**config.mk**
```make
export PLATFORM = sky130hd
export DESIGN_NAME = oldest_voice_allocator
export DESIGN_NICKNAME = d
export VERILOG_FILES = /design/src/design/ova_pkg.sv /design/src/design/ova_ram.sv /design/src/design/oldest_voice_allocator.sv
export SDC_FILE = /design/constraint.sdc
export NUM_CORES = 1
export LEC_CHECK = 0
export ABC_AREA = 1
export BUFFER_PORTS_ARGS = -buffer_cell sky130_fd_sc_hd__buf_2
export CAP_MARGIN = 10
export CORE_MARGIN = 5
export CORE_UTILIZATION = 61
export CTS_CLUSTER_SIZE = 24
export DETAILED_ROUTE_END_ITERATION = 6
export PLACE_DENSITY = 0.8
export SLEW_MARGIN = 20
export SYNTH_ARGS = -nofsm -noshare
export SYNTH_HDL_FRONTEND = slang
export SYNTH_HIERARCHICAL = 1
export SYNTH_SLANG_ARGS = --single-unit
```
**constraint.sdc**
```tcl
create_clock -name clk -period 6.31 [get_ports clk]
set_input_delay 0.3155 -clock clk [delete_from_list [all_inputs] [get_ports clk]]
set_output_delay 0.3155 -clock clk [all_outputs]
set_load 0.05 [all_outputs]
```
**src/design/ova_pkg.sv**
```systemverilog
// Shared types and constants for the oldest-voice allocator.
// No dependencies; imported by the allocator and its checker.
package ova_pkg;

    localparam int NOTE_W    = 7;
    localparam int ELAPSED_W = 16;
    localparam int VIDX_W    = 3;
    localparam int MASK_W    = 8;

    // event kinds
    localparam logic CMD_NOTE_OFF = 1'b0;
    localparam logic CMD_NOTE_ON  = 1'b1;

    typedef logic [NOTE_W-1:0]    note_t;
    typedef logic [ELAPSED_W-1:0] elapsed_t;
    typedef logic [VIDX_W-1:0]    vidx_t;
    typedef logic [MASK_W-1:0]    mask_t;

endpackage

```
**src/design/ova_ram.sv**
```systemverilog
// Generic simple dual-port RAM: one write port, one read port, registered read.
// No dependencies.
module ova_ram #(
    parameter int WIDTH = 32,
    parameter int DEPTH = 8
) (
    input  logic                     clk,
    input  logic                     we,
    input  logic [$clog2(DEPTH)-1:0] wr_addr,
    input  logic [WIDTH-1:0]         wr_data,
    input  logic [$clog2(DEPTH)-1:0] rd_addr,
    output logic [WIDTH-1:0]         rd_data
);

    logic [WIDTH-1:0] mem [DEPTH];

    always_ff @(posedge clk)
    begin
        if (we)
        begin
            mem[wr_addr] <= wr_data;
        end
        rd_data <= mem[rd_addr];
    end

endmodule

```
**src/design/oldest_voice_allocator.sv**
```systemverilog
// Polyphonic voice allocator with oldest-note stealing; uses ova_pkg and ova_ram.
// Voice state {gate, note, age} lives in one RAM entry per voice.

// Each event (note on / note off plus elapsed ticks) sweeps the voice RAM one
// voice per cycle through its single read port: every age is advanced with
// saturation and written back, note offs release matching gated voices on the
// way, and note ons track the oldest free and oldest busy voice, then write the
// chosen voice in a final commit cycle, which also loads the result into the
// output register and returns to idle, where the next event is accepted. A
// waiting result does not block acceptance; the next event sweeps and then
// holds in its commit cycle until that result is taken. After reset a clearing
// pass zeroes every RAM entry before the first event is accepted.
module oldest_voice_allocator
    import ova_pkg::*;
#(
    parameter int NUM_VOICES = 8,
    parameter int AGE_BITS   = 24
) (
    input  logic     clk,
    input  logic     rst_n,
    input  logic     in_valid,
    output logic     in_ready,
    input  logic     cmd,
    input  note_t    note,
    input  elapsed_t elapsed,
    output logic     out_valid,
    input  logic     out_ready,
    output vidx_t    voice_index,
    output logic     assigned,
    output logic     stolen,
    output note_t    stolen_note,
    output mask_t    released_mask
);

    localparam int IDX_W  = $clog2(NUM_VOICES);
    localparam int CNT_W  = $clog2(NUM_VOICES + 1);
    localparam int DATA_W = 1 + NOTE_W + AGE_BITS;
    localparam int SUM_W  = ((AGE_BITS > ELAPSED_W) ? AGE_BITS : ELAPSED_W) + 1;
    localparam logic [AGE_BITS-1:0] AGE_MAX  = '1;
    localparam logic [CNT_W-1:0]    CNT_LAST = CNT_W'(NUM_VOICES);
    localparam logic [CNT_W-1:0]    CNT_CLR  = CNT_W'(NUM_VOICES - 1);

    typedef enum logic [1:0] {
        ST_CLEAR,
        ST_IDLE,
        ST_SWEEP,
        ST_COMMIT
    } state_t;

    state_t              state_reg, state_next;
    logic [CNT_W-1:0]    cnt_reg, cnt_next;
    logic                ev_cmd_reg, ev_cmd_next;
    note_t               ev_note_reg, ev_note_next;
    elapsed_t            ev_elapsed_reg, ev_elapsed_next;
    logic                free_found_reg, free_found_next;
    logic [IDX_W-1:0]    free_idx_reg, free_idx_next;
    logic [AGE_BITS-1:0] free_age_reg, free_age_next;
    logic                busy_found_reg, busy_found_next;
    logic [IDX_W-1:0]    busy_idx_reg, busy_idx_next;
    logic [AGE_BITS-1:0] busy_age_reg, busy_age_next;
    note_t               busy_note_reg, busy_note_next;
    mask_t               rel_reg, rel_next;
    logic                out_valid_reg, out_valid_next;
    vidx_t               voice_index_reg, voice_index_next;
    logic                assigned_reg, assigned_next;
    logic                stolen_reg, stolen_next;
    note_t               stolen_note_reg, stolen_note_next;
    mask_t               released_mask_reg, released_mask_next;

    // RAM port signals
    logic                we;
    logic [IDX_W-1:0]    wr_addr;
    logic [DATA_W-1:0]   wr_data;
    logic [IDX_W-1:0]    rd_addr;
    logic [DATA_W-1:0]   rd_data;

    // voice being processed in the sweep (read in the previous cycle)
    logic [IDX_W-1:0]    proc_idx;
    logic [31:0]         proc_idx32;
    logic [31:0]         chosen32;
    logic [IDX_W-1:0]    chosen_idx;
    logic                rd_gate;
    note_t               rd_note;
    logic [AGE_BITS-1:0] rd_age;
    logic [SUM_W-1:0]    age_sum;
    logic [AGE_BITS-1:0] aged;
    logic                release_hit;
    logic                out_free;

    ova_ram #(
        .WIDTH (DATA_W),
        .DEPTH (NUM_VOICES)
    ) u_voice_ram (
        .clk     (clk),
        .we      (we),
        .wr_addr (wr_addr),
        .wr_data (wr_data),
        .rd_addr (rd_addr),
        .rd_data (rd_data)
    );

    assign rd_gate = rd_data[DATA_W-1];
    assign rd_note = rd_data[AGE_BITS +: NOTE_W];
    assign rd_age  = rd_data[AGE_BITS-1:0];

    assign age_sum = SUM_W'(rd_age) + SUM_W'(ev_elapsed_reg);
    assign aged    = (age_sum > SUM_W'(AGE_MAX)) ? AGE_MAX : age_sum[AGE_BITS-1:0];

    assign proc_idx    = IDX_W'(cnt_reg - CNT_W'(1));
    assign proc_idx32  = 32'(proc_idx);
    assign release_hit = (ev_cmd_reg == CMD_NOTE_OFF) && rd_gate && (rd_note == ev_note_reg);
    assign chosen_idx  = free_found_reg ? free_idx_reg : busy_idx_reg;
    assign chosen32    = 32'(chosen_idx);
    assign out_free    = !out_valid_reg || out_ready;

    assign in_ready = (state_reg == ST_IDLE);
    assign rd_addr  = (cnt_reg < CNT_LAST) ? cnt_reg[IDX_W-1:0] : '0;

    always_comb
    begin
        state_next         = state_reg;
        cnt_next           = cnt_reg;
        ev_cmd_next        = ev_cmd_reg;
        ev_note_next       = ev_note_reg;
        ev_elapsed_next    = ev_elapsed_reg;
        free_found_next    = free_found_reg;
        free_idx_next      = free_idx_reg;
        free_age_next      = free_age_reg;
        busy_found_next    = busy_found_reg;
        busy_idx_next      = busy_idx_reg;
        busy_age_next      = busy_age_reg;
        busy_note_next     = busy_note_reg;
        rel_next           = rel_reg;
        out_valid_next     = out_valid_reg && !out_ready;
        voice_index_next   = voice_index_reg;
        assigned_next      = assigned_reg;
        stolen_next        = stolen_reg;
        stolen_note_next   = stolen_note_reg;
        released_mask_next = released_mask_reg;
        we                 = 1'b0;
        wr_addr            = proc_idx;
        wr_data            = {rd_gate, rd_note, aged};

        unique case (state_reg)
            ST_CLEAR:
            begin
                we      = 1'b1;
                wr_addr = cnt_reg[IDX_W-1:0];
                wr_data = '0;
                if (cnt_reg == CNT_CLR)
                begin
                    cnt_next   = '0;
                    state_next = ST_IDLE;
                end
                else
                begin
                    cnt_next = cnt_reg + CNT_W'(1);
                end
            end

            ST_IDLE:
            begin
                if (in_valid)
                begin
                    ev_cmd_next     = cmd;
                    ev_note_next    = note;
                    ev_elapsed_next = elapsed;
                    free_found_next = 1'b0;
                    busy_found_next = 1'b0;
                    rel_next        = '0;
                    cnt_next        = '0;
                    state_next      = ST_SWEEP;
                end
            end

            ST_SWEEP:
            begin
                cnt_next = cnt_reg + CNT_W'(1);
                if (cnt_reg != '0)
                begin
                    we = 1'b1;
                    if (release_hit)
                    begin
                        wr_data = {1'b0, rd_note, AGE_BITS'(0)};
                        if (proc_idx32 < 32'(MASK_W))
                        begin
                            rel_next[proc_idx32[VIDX_W-1:0]] = 1'b1;
                        end
                    end
                    if (rd_gate)
                    begin
                        if (!busy_found_reg || aged > busy_age_reg)
                        begin
                            busy_found_next = 1'b1;
                            busy_idx_next   = proc_idx;
                            busy_age_next   = aged;
                            busy_note_next  = rd_note;
                        end
                    end
                    else if (!free_found_reg || aged > free_age_reg)
                    begin
                        free_found_next = 1'b1;
                        free_idx_next   = proc_idx;
                        free_age_next   = aged;
                    end
                    if (cnt_reg == CNT_LAST)
                    begin
                        state_next = ST_COMMIT;
                    end
                end
            end

            ST_COMMIT:
            begin
                if (out_free)
                begin
                    out_valid_next = 1'b1;
                    state_next     = ST_IDLE;
                    cnt_next       = '0;
                    if (ev_cmd_reg == CMD_NOTE_ON)
                    begin
                        we                 = 1'b1;
                        wr_addr            = chosen_idx;
                        wr_data            = {1'b1, ev_note_reg, AGE_BITS'(0)};
                        voice_index_next   = chosen32[VIDX_W-1:0];
                        assigned_next      = 1'b1;
                        stolen_next        = !free_found_reg;
                        stolen_note_next   = free_found_reg ? '0 : busy_note_reg;
                        released_mask_next = '0;
                    end
                    else
                    begin
                        voice_index_next   = '0;
                        assigned_next      = 1'b0;
                        stolen_next        = 1'b0;
                        stolen_note_next   = '0;
                        released_mask_next = rel_reg;
                    end
                end
            end

            default:
            begin
                state_next = ST_CLEAR;
            end
        endcase
    end

    always_ff @(posedge clk or negedge rst_n)
    begin
        if (!rst_n)
        begin
            state_reg         <= ST_CLEAR;
            cnt_reg           <= '0;
            ev_cmd_reg        <= CMD_NOTE_OFF;
            ev_note_reg       <= '0;
            ev_elapsed_reg    <= '0;
            free_found_reg    <= 1'b0;
            free_idx_reg      <= '0;
            free_age_reg      <= '0;
            busy_found_reg    <= 1'b0;
            busy_idx_reg      <= '0;
            busy_age_reg      <= '0;
            busy_note_reg     <= '0;
            rel_reg           <= '0;
            out_valid_reg     <= 1'b0;
            voice_index_reg   <= '0;
            assigned_reg      <= 1'b0;
            stolen_reg        <= 1'b0;
            stolen_note_reg   <= '0;
            released_mask_reg <= '0;
        end
        else
        begin
            state_reg         <= state_next;
            cnt_reg           <= cnt_next;
            ev_cmd_reg        <= ev_cmd_next;
            ev_note_reg       <= ev_note_next;
            ev_elapsed_reg    <= ev_elapsed_next;
            free_found_reg    <= free_found_next;
            free_idx_reg      <= free_idx_next;
            free_age_reg      <= free_age_next;
            busy_found_reg    <= busy_found_next;
            busy_idx_reg      <= busy_idx_next;
            busy_age_reg      <= busy_age_next;
            busy_note_reg     <= busy_note_next;
            rel_reg           <= rel_next;
            out_valid_reg     <= out_valid_next;
            voice_index_reg   <= voice_index_next;
            assigned_reg      <= assigned_next;
            stolen_reg        <= stolen_next;
            stolen_note_reg   <= stolen_note_next;
            released_mask_reg <= released_mask_next;
        end
    end

    assign out_valid     = out_valid_reg;
    assign voice_index   = voice_index_reg;
    assign assigned      = assigned_reg;
    assign stolen        = stolen_reg;
    assign stolen_note   = stolen_note_reg;
    assign released_mask = released_mask_reg;

endmodule

```
==> flow_metrics.env, run 1 <==
export IMPL_path_class="flop to flop"
export IMPL_placedCellCount=2812
export IMPL_cts_resized=0
export IMPL_clk_pin_slew_worst_paths_ns=0.06
export IMPL_cp_common_cell="nand2_1"
export IMPL_syn_area_um2=20450
export IMPL_hold_violations=0
export IMPL_fin_nets=2527
export IMPL_num_vias=15480
export IMPL_largest_reg_flops=256
export IMPL_ys_ff_latch=410
export IMPL_clockBufferDepth=3
export IMPL_crit_family="simple AND/OR/NAND/NOR gates"
export IMPL_vias_per_cell=5.321
export IMPL_wl_per_cell_um=17.05
export IMPL_period_share=0.7414
export IMPL_syn2layout_area_growth_pct=10.96
export IMPL_regMostFlops="u_voice_ram/mem"
export IMPL_tritoncts="done"
export IMPL_reg2regPathDepth=24
export IMPL_dieArea_um2=37290
export IMPL_synth_area_leaders="edfxtp_1 (38%), nand2_1 (15%), dfrtp_1 (15%)"
export IMPL_grt_overflow_total=0
export IMPL_final_cells=2910
export IMPL_cp_cell_sequence="ha_1 -> inv_1 -> fa_1 -> inv_1 -> nand2_1 -> nand2_1 -> nand3_1 -> nand2_1 -> nand2_1 -> nand2_2 -> nand2_4 -> nand3_1 -> ha_1 -> nand2_1 -> nor2_1 -> nand3_1 -> nor2_1 -> nand2_1 -> nand3_1 -> nand2_1 -> nand2_2 -> nand2_2 -> nand2_1 -> nand2_1"
export IMPL_critPathMaxFanout=35
export IMPL_yosysMostFrequentCell="nand2_1"
export IMPL_top_regs="u_voice_ram/mem x256, u_voice_ram/rd_data x32"
export IMPL_syn_area_per_cell_um2=8.626
export IMPL_worstReg2RegEnd="busy_age_reg[22]"
export IMPL_cp_slowest_stage_delay_ns=0.56
export IMPL_antenna_cells=0
export IMPL_critPathLaunch="ev_elapsed_reg[0]"
export IMPL_ys_warn_count=6
export IMPL_grt_max_degree=92
export IMPL_startpoint_type="flop"
export IMPL_core_area_um2=33280
export IMPL_crit_arrival_ns=5.12
export IMPL_clock_latency_ns=0.57
export IMPL_syn_nets=2471
export IMPL_wl_mm=49.62
export IMPL_async_reset_ff_frac=0.2976
export IMPL_grt_pass1_vias=15210
export IMPL_endpoint="busy_age_reg[22]"
export IMPL_hold_path_class="input pin to flop"
export IMPL_drive_gt1_frac=0.08042
export IMPL_setup_viol=0
export IMPL_end_kind="flop"
export IMPL_start_util=0.6146
export IMPL_critical_path_depth=24
export IMPL_synth_flop_cell="edfxtp_1"
export IMPL_rows=67
export IMPL_max_cap_violations=0
export IMPL_htree_levels=2
export IMPL_root_buffer="clkbuf_16"
export IMPL_place_gp_congestion=0.9228
export IMPL_dp_hpwl_mm=32.01
export IMPL_totalNegativeSetupSlack_ns=0
export IMPL_r2r_setup_slack_ns=1.63
export IMPL_grt_antenna_before_repair=0
export IMPL_slew_headroom=0.3361
export IMPL_synth_edf_count=256
export IMPL_synthCells=2371
export IMPL_detail_route_iter0_violations=1453
export IMPL_synth_top_area_share=0.3758
export IMPL_clock_skew_ns=0.03665
export IMPL_grt_pass1_wl_mm=79.36
export IMPL_cts_buffers=44
export IMPL_fin_crit_ns=4.678
export IMPL_dr_pass1_iters=5
export IMPL_status="finished clean"
export IMPL_grt_setup_unrepaired="no"
export IMPL_portBuffers=49
export IMPL_drtAntennaViolNets=0
export IMPL_worstReg2RegStart="ev_elapsed_reg[0]"
export IMPL_ys_seq_area_frac=0.5564
export IMPL_fmax_mhz=213.8
export IMPL_critPathRequiredTime_ns=6.76
export IMPL_critPathSlowestCell="nand2_2"
export IMPL_worst_pin_slew_ns=0.9958
export IMPL_synth_top_cell_by_area="edfxtp_1"
export IMPL_io_pins=50
export IMPL_dieWidth_um=193.1
export IMPL_report_final_slew_viol_count=0
export IMPL_cp_num_buf_inv=2
export IMPL_drcViolationCount=0
export IMPL_synth_distinct_cells=40
export IMPL_cts_sinks=410
export IMPL_synth_common_cells="nand2_1 (831), inv_1 (445), edfxtp_1 (256)"
export IMPL_die_h_um=193.1
export IMPL_track_usage=0.2712
worst min-delay path by stage:
stage,depth (start not counted),to,slack (ns),start
3_3_place_gp,1,ev_elapsed_reg[8],0.34,rst_n
6_report,2,ev_note_reg[6],0.02,note[6]
3_5_place_dp,1,ev_elapsed_reg[8],0.35,rst_n
2_1_floorplan,0,assigned,0.02,rst_n
5_1_grt,2,ev_note_reg[6],0.007,note[6]
4_1_cts,2,ev_note_reg[6],0.003,note[6]
layer usage:
layer | part of all wire | wire length [um] | vias to the layer above | GRT usage
met5 | 0 | 0 | - | 0
met4 | 0.040 | 1965 | 0 | 0.1065
met3 | 0.072 | 3567 | 133 | 0.04231
met2 | 0.48 | 23580 | 599 | 0.4476
met1 | 0.41 | 20510 | 7228 | 0.3650
li1 | - | - | 7524 | -
metrics by stage:
step	util	hold slack (ns)	instance area, um^2	worst slack (ns)
CTS	0.6818	0.002670	22690	1.582
global route	0.6819	0.007455	22690	1.022
floorplan	-	0.01991	20450	2.783
finish	0.6819	0.01515	22690	1.632
detailed placement	0.6321	0.3505	21040	1.631
global placement	0.6321	0.3376	21040	1.767
layout make-up:
cell class | count | area (um^2)
sequential | 410 | 11380
fill | 2538 | 10590
multi-input combinational | 1435 | 7003
inverter | 449 | 1687
clock buffer | 57 | 1220
timing repair buffer | 87 | 579.3
tap | 448 | 560.5
clock inverter | 24 | 264.0
worst reg2reg max path: stages (launching register included):
cell     delay, ns
dfrtp_1       0.37
ha_1          0.23
inv_1         0.07
fa_1          0.16
inv_1         0.07
nand2_1       0.08
nand2_1       0.07
nand3_1       0.07
nand2_1       0.09
nand2_1       0.09
nand2_2       0.09
nand2_4       0.46
nand3_1       0.38
ha_1          0.40
nand2_1       0.06
nor2_1        0.16
nand3_1       0.09
nor2_1        0.09
nand2_1       0.06
nand3_1       0.07
nand2_1       0.07
nand2_2       0.47
nand2_2       0.57
nand2_1       0.21
nand2_1       0.08
layout by cell type (no fill, tap or decap), drive strengths merged, types with 3 or more instances in the layout:
| master | synthesis | routed |
|---|---|---|
| dlygate4sd3 | 0 | 17 |
| edfxtp | 256 | 256 |
| ha | 71 | 71 |
| nor3 | 5 | 5 |
| nand2 | 852 | 852 |
| clkbuf | 17 | 57 |
| and2 | 4 | 4 |
| nand3 | 240 | 240 |
| a21oi | 48 | 48 |
| dfxtp | 32 | 32 |
| mux2 | 17 | 17 |
| dfrtp | 122 | 122 |
| o22ai | 10 | 10 |
| buf | 60 | 70 |
| inv | 448 | 448 |
| nand3b | 5 | 5 |
| clkinv | 1 | 20 |
| xnor2 | 7 | 7 |
| nand4 | 7 | 7 |
| o21ai | 52 | 52 |
| nor2 | 101 | 101 |
| bufinv | 0 | 4 |
| a21o | 3 | 3 |
logic make-up after synthesis:
| logic type | after synthesis | share of synthesized area |
|---|---|---|
| AOI/OAI and AO/OA | 119 | 0.03077 |
| buffers and inverters | 526 | 0.1050 |
| muxes | 17 | 0.009359 |
| and+or+nand+nor | 1218 | 0.2502 |
| xor gates and xnor gates | 9 | 0.003854 |
| adders and majority gates | 72 | 0.04441 |
| DFF | 410 | 0.5564 |
what timing repair did:
action | CTS | global route
setup buffers | 0 | 0
endpoints found under the hold margin | 57 | 0
hold buffers | 17 | 0
Power of run 1 is left out: the tool's default activity adds up to more than one toggle a clock period on the data nets, which glitch-free logic cannot reach.
==> run 2: changes to the inputs <==
- clock period: 6.31 -> 4.55 ns (I/O delays scaled with it)
==> flow_metrics.env, run 2 (synthesis gave the netlist of run 1 again) <==
export IMPL_holdBufCountCts=25
export IMPL_period_share=0.9211
export IMPL_rows=67
export IMPL_root_buffer="clkbuf_16"
export IMPL_reg2regPathDepth=24
export IMPL_grt_antenna_before_repair=1
export IMPL_cp_cell_sequence="ha_1 -> inv_1 -> fa_1 -> inv_1 -> nand2_1 -> nand2_1 -> nand3_1 -> nand2_1 -> nand2_1 -> nand2_2 -> nand2_4 -> nand3_1 -> ha_1 -> nand2_1 -> nor2_1 -> nand4_1 -> nor2_1 -> nand2_1 -> nand3_1 -> nand2_1 -> nand2_2 -> nand2_4 -> nand2_1 -> nand2_1"
export IMPL_detail_route_iter0_violations=1728
export IMPL_max_cap_violations=0
export IMPL_gr_usage_met3=0.03889
export IMPL_end_kind="flop"
export IMPL_worst_pin_slew_ns=1.072
export IMPL_dr_pass1_iters=6
export IMPL_post_cts_setup_buffers=0
export IMPL_cts_sinks=410
export IMPL_vias_per_cell=5.363
export IMPL_slew_headroom=0.2845
export IMPL_hold_path_startpoint="out_ready"
export IMPL_cp_num_buf_inv=2
export IMPL_drcViolationCount=0
export IMPL_layout_common_cells="nand2_1 (831), inv_1 (445), edfxtp_1 (256), nand3_1 (236), dfrtp_1 (122)"
export IMPL_clock_skew_ns=0.02402
export IMPL_top_regs="u_voice_ram/mem x256, u_voice_ram/rd_data x32"
export IMPL_place_gp_congestion=0.9399
export IMPL_track_usage=0.2747
export IMPL_gr_max_usage_layer="met2"
export IMPL_fin_nets=2543
export IMPL_wl_mm=50.92
export IMPL_setup_viol=0
export IMPL_drive_gt1_frac=0.08471
export IMPL_critPathSlowestCell="ha_1"
export IMPL_gr_usage_met1=0.3595
export IMPL_grt_overflow_total=0
export IMPL_critPathRequiredTime_ns=4.99
export IMPL_fmax_mhz=238.6
export IMPL_report_final_slew_viol_count=0
export IMPL_clockBufferDepth=3
export IMPL_hold_path_class="input pin to flop"
export IMPL_tritoncts="done"
export IMPL_worstReg2RegStart="ev_elapsed_reg[0]"
export IMPL_crit_arrival_ns=4.63
export IMPL_portBuffers=49
export IMPL_grt_max_degree=85
export IMPL_start_util=0.6146
export IMPL_cts_buffers=44
export IMPL_antenna_cells=0
export IMPL_grt_pass1_wl_mm=79.98
export IMPL_clock_latency_ns=0.57
export IMPL_dp_hpwl_mm=32.52
export IMPL_dieWidth_um=193.1
export IMPL_grt_use_met2=0.4714
export IMPL_drtAntennaViolNets=0
export IMPL_cp_common_cell="nand2_1"
export IMPL_crit_family="simple AND/OR/NAND/NOR gates"
export IMPL_cp_slowest_stage_delay_ns=0.45
export IMPL_wl_per_cell_um=17.40
export IMPL_num_vias=15700
export IMPL_grt_setup_unrepaired="no"
export IMPL_startpoint_type="flop"
export IMPL_grt_pass1_vias=15410
export IMPL_critPathMaxFanout=27
export IMPL_core_area_um2=33280
export IMPL_whs_path_depth=5
export IMPL_htree_levels=2
export IMPL_totalNegativeSetupSlack_ns=0
export IMPL_largest_reg_flops=256
export IMPL_path_class="flop to flop"
export IMPL_final_common_cell="nand2_1"
export IMPL_die_h_um=193.1
export IMPL_dieArea_um2=37290
export IMPL_clk_pin_slew_worst_paths_ns=0.07
export IMPL_holdPathEnd="out_valid"
export IMPL_syn2layout_area_growth_pct=12.04
export IMPL_fillers=2513
export IMPL_hold_violations=0
export IMPL_cts_resized=0
export IMPL_regMostFlops="u_voice_ram/mem"
export IMPL_worstReg2RegEnd="free_age_reg[5]"
export IMPL_status="finished clean"
export IMPL_fin_crit_ns=4.191
export IMPL_io_pins=50
export IMPL_r2r_setup_slack_ns=0.36
==> run 2: cell type report <==
type                            instances  area (um^2)  share of cell area
Sequential cell                       410        11380              0.4966
Multi-Input combinational cell       1435         7003              0.3056
Inverter                              449         1687             0.07360
Clock buffer                           55         1192             0.05203
Timing Repair Buffer                  103        769.5             0.03358
Tap cell                              448        560.5             0.02446
Clock inverter                         27        322.8             0.01409
==> run 2: through the flow <==
step                      instances  setup slack, ns  area [um^2]  hold slack, ns    util
after floorplan                2371            1.023        20450        -0.06809       -
after global placement         2820           0.5529        21150          0.4262  0.6354
after detailed placement       2820           0.4815        21150          0.4435  0.6354
after CTS                      2927           0.4309        22910         0.07315  0.6884
after global routing           2927          0.02742        22920          0.1258  0.6886
final                          2927           0.3589        22920         0.09359  0.6886
==> run 2: worst max-delay path by stage <==
stage / startpoint / to / slack (ns) / depth (start not counted)
final: ev_elapsed_reg[0] / free_age_reg[5] / 0.36 / 24
after global placement: ev_elapsed_reg[0] / free_age_reg[16] / 0.55 / 24
after floorplan: cnt_reg[0] / u_voice_ram/mem[7][0] / 1.02 / 9
after detailed placement: ev_elapsed_reg[0] / free_age_reg[1] / 0.48 / 24
after global routing: ev_elapsed_reg[0] / free_idx_reg[1] / 0.03 / 24
after CTS: ev_elapsed_reg[0] / free_age_reg[5] / 0.43 / 24
==> run 2: routing by layer <==
| layer | share of wire | vias to the layer above |
|---|---|---|
| met5 | 0.00026 | - |
| met4 | 0.037 | 2 |
| met3 | 0.083 | 138 |
| met2 | 0.49 | 686 |
| met1 | 0.39 | 7309 |
| li1 | - | 7563 |
==> run 2: tightest hold or removal path, stage by stage <==
cell and delay, ns:
buf_2 0.08, nor2_1 0.04, buf_4 0.16, inv_1 0.07
nand2_1 0.05
Power of run 2 is left out for the same reason.
==> run 3: changes to the inputs <==
- HOLD_SLACK_MARGIN: default -> 0.15
==> flow_metrics.env, run 3 (synthesis gave the netlist of run 1 again) <==
export IMPL_status="finished clean"
export IMPL_die_h_um=193.1
export IMPL_path_class="flop to flop"
export IMPL_grt_antenna_before_repair=1
export IMPL_hold_violations=0
export IMPL_clock_skew_ns=0.02709
export IMPL_grt_max_degree=85
export IMPL_detail_route_iter0_violations=1536
export IMPL_end_kind="flop"
export IMPL_regMostFlops="u_voice_ram/mem"
export IMPL_setup_viol=0
export IMPL_fin_nets=2544
export IMPL_portBuffers=49
export IMPL_fin_crit_ns=4.178
export IMPL_totalNegativeSetupSlack_ns=0
export IMPL_crit_arrival_ns=4.62
export IMPL_drcViolationCount=0
export IMPL_largest_reg_flops=256
export IMPL_start_util=0.6146
export IMPL_hold_path_class="input pin to flop"
export IMPL_final_common_cell="nand2_1"
export IMPL_max_cap_violations=0
export IMPL_clk_pin_slew_worst_paths_ns=0.06
export IMPL_dr_pass1_iters=5
export IMPL_dp_hpwl_mm=32.52
export IMPL_tritoncts="done"
export IMPL_syn2layout_area_growth_pct=12.09
export IMPL_top_regs="u_voice_ram/mem x256, u_voice_ram/rd_data x32"
export IMPL_wl_mm=50.86
export IMPL_critPathRequiredTime_ns=4.99
export IMPL_wl_per_cell_um=17.37
export IMPL_grt_pass1_vias=15420
export IMPL_io_pins=50
export IMPL_slew_headroom=0.2788
export IMPL_clockBufferDepth=3
export IMPL_dieArea_um2=37290
export IMPL_fmax_mhz=239.4
export IMPL_vias_per_cell=5.386
export IMPL_num_vias=15770
export IMPL_startpoint_type="flop"
export IMPL_period_share=0.9182
export IMPL_drive_gt1_frac=0.08468
export IMPL_core_area_um2=33280
export IMPL_antenna_cells=0
export IMPL_report_final_slew_viol_count=0
export IMPL_dieWidth_um=193.1
export IMPL_htree_levels=2
export IMPL_critPathMaxFanout=27
export IMPL_rows=67
export IMPL_place_gp_congestion=0.9399
export IMPL_cts_sinks=410
export IMPL_cts_buffers=44
export IMPL_drtAntennaViolNets=0
export IMPL_layout_common_cells="nand2_1 (831), inv_1 (445), edfxtp_1 (256), nand3_1 (236), dfrtp_1 (122)"
export IMPL_grt_pass1_wl_mm=80.02
export IMPL_grt_setup_unrepaired="no"
export IMPL_track_usage=0.2748
export IMPL_grt_overflow_total=0
export IMPL_worst_pin_slew_ns=1.080
export IMPL_clock_latency_ns=0.57
export IMPL_root_buffer="clkbuf_16"
==> run 3: cell count changes in the layout (fill, tap and decap cells not counted) <==
cell,delta
dlygate4sd3_1,+1
==> run 3: path summary, 6_finish.rpt <==
path | from | endpoint | slack (ns) | cells past startpoint
setup / recovery | ev_elapsed_reg[0] | free_age_reg[5] | 0.37 | 24
hold / removal | in_valid | busy_found_reg | 0.19 | 4
setup reg to reg | ev_elapsed_reg[0] | free_age_reg[5] | 0.37 | 24
hold reg to reg | busy_age_reg[1] | busy_age_reg[1] | 0.47 | 2
max in group asynchronous | rst_n | busy_age_reg[4] | 3.19 | 3
min in group asynchronous | rst_n | ev_elapsed_reg[8] | 0.27 | 2
==> run 3: timing repair <==
action	in CTS	in global routing
gates resized for setup	0	0
buffers inserted	0	0
endpoints found under the hold margin	102	0
hold buffers	26	0
setup endpoints to repair	0	0
==> run 3: layout make-up <==
| class | count | area [um^2] |
|---|---|---|
| tap | 448 | 560.5 |
| inverter | 449 | 1687 |
| multi-input combinational | 1435 | 7003 |
| clock buffer | 55 | 1192 |
| clock inverter | 27 | 322.8 |
| timing repair buffer | 104 | 779.5 |
| sequential | 410 | 11380 |
| fill | 2512 | 10350 |
==> run 3: through the flow <==
stage	utilization	instances	area, um^2	hold WS, ns	worst slack, ns
floorplan	-	2371	20450	-0.06809	1.023
global placement	0.6354	2820	21150	0.4262	0.5529
detailed placement	0.6354	2820	21150	0.4435	0.4815
global route	0.6889	2928	22930	0.2203	0.02742
finish	0.6889	2928	22930	0.1919	0.3721
CTS	0.6887	2928	22920	0.1617	0.4309
==> run 3: worst max-delay path: stages (launching register included) <==
cell	delay [ns]
dfrtp_1	0.37
ha_1	0.24
inv_1	0.08
fa_1	0.16
inv_1	0.08
nand2_1	0.08
nand2_1	0.07
nand3_1	0.07
nand2_1	0.08
nand2_1	0.10
nand2_2	0.09
nand2_4	0.27
nand3_1	0.40
ha_1	0.45
nand2_1	0.10
nor2_1	0.15
nand4_1	0.11
nor2_1	0.16
nand2_1	0.08
nand3_1	0.07
nand2_1	0.07
nand2_2	0.27
nand2_4	0.28
nand2_1	0.14
nand2_1	0.07
==> run 3: per-layer routing <==
layer	routed length, um	track usage	vias to the layer above
met4	1965	0.1008	2
met2	24670	0.4717	662
met1	20010	0.3596	7392
met5	20	0	-
li1	-	-	7566
met3	4199	0.03889	147
Power of run 3 is left out for the same reason.
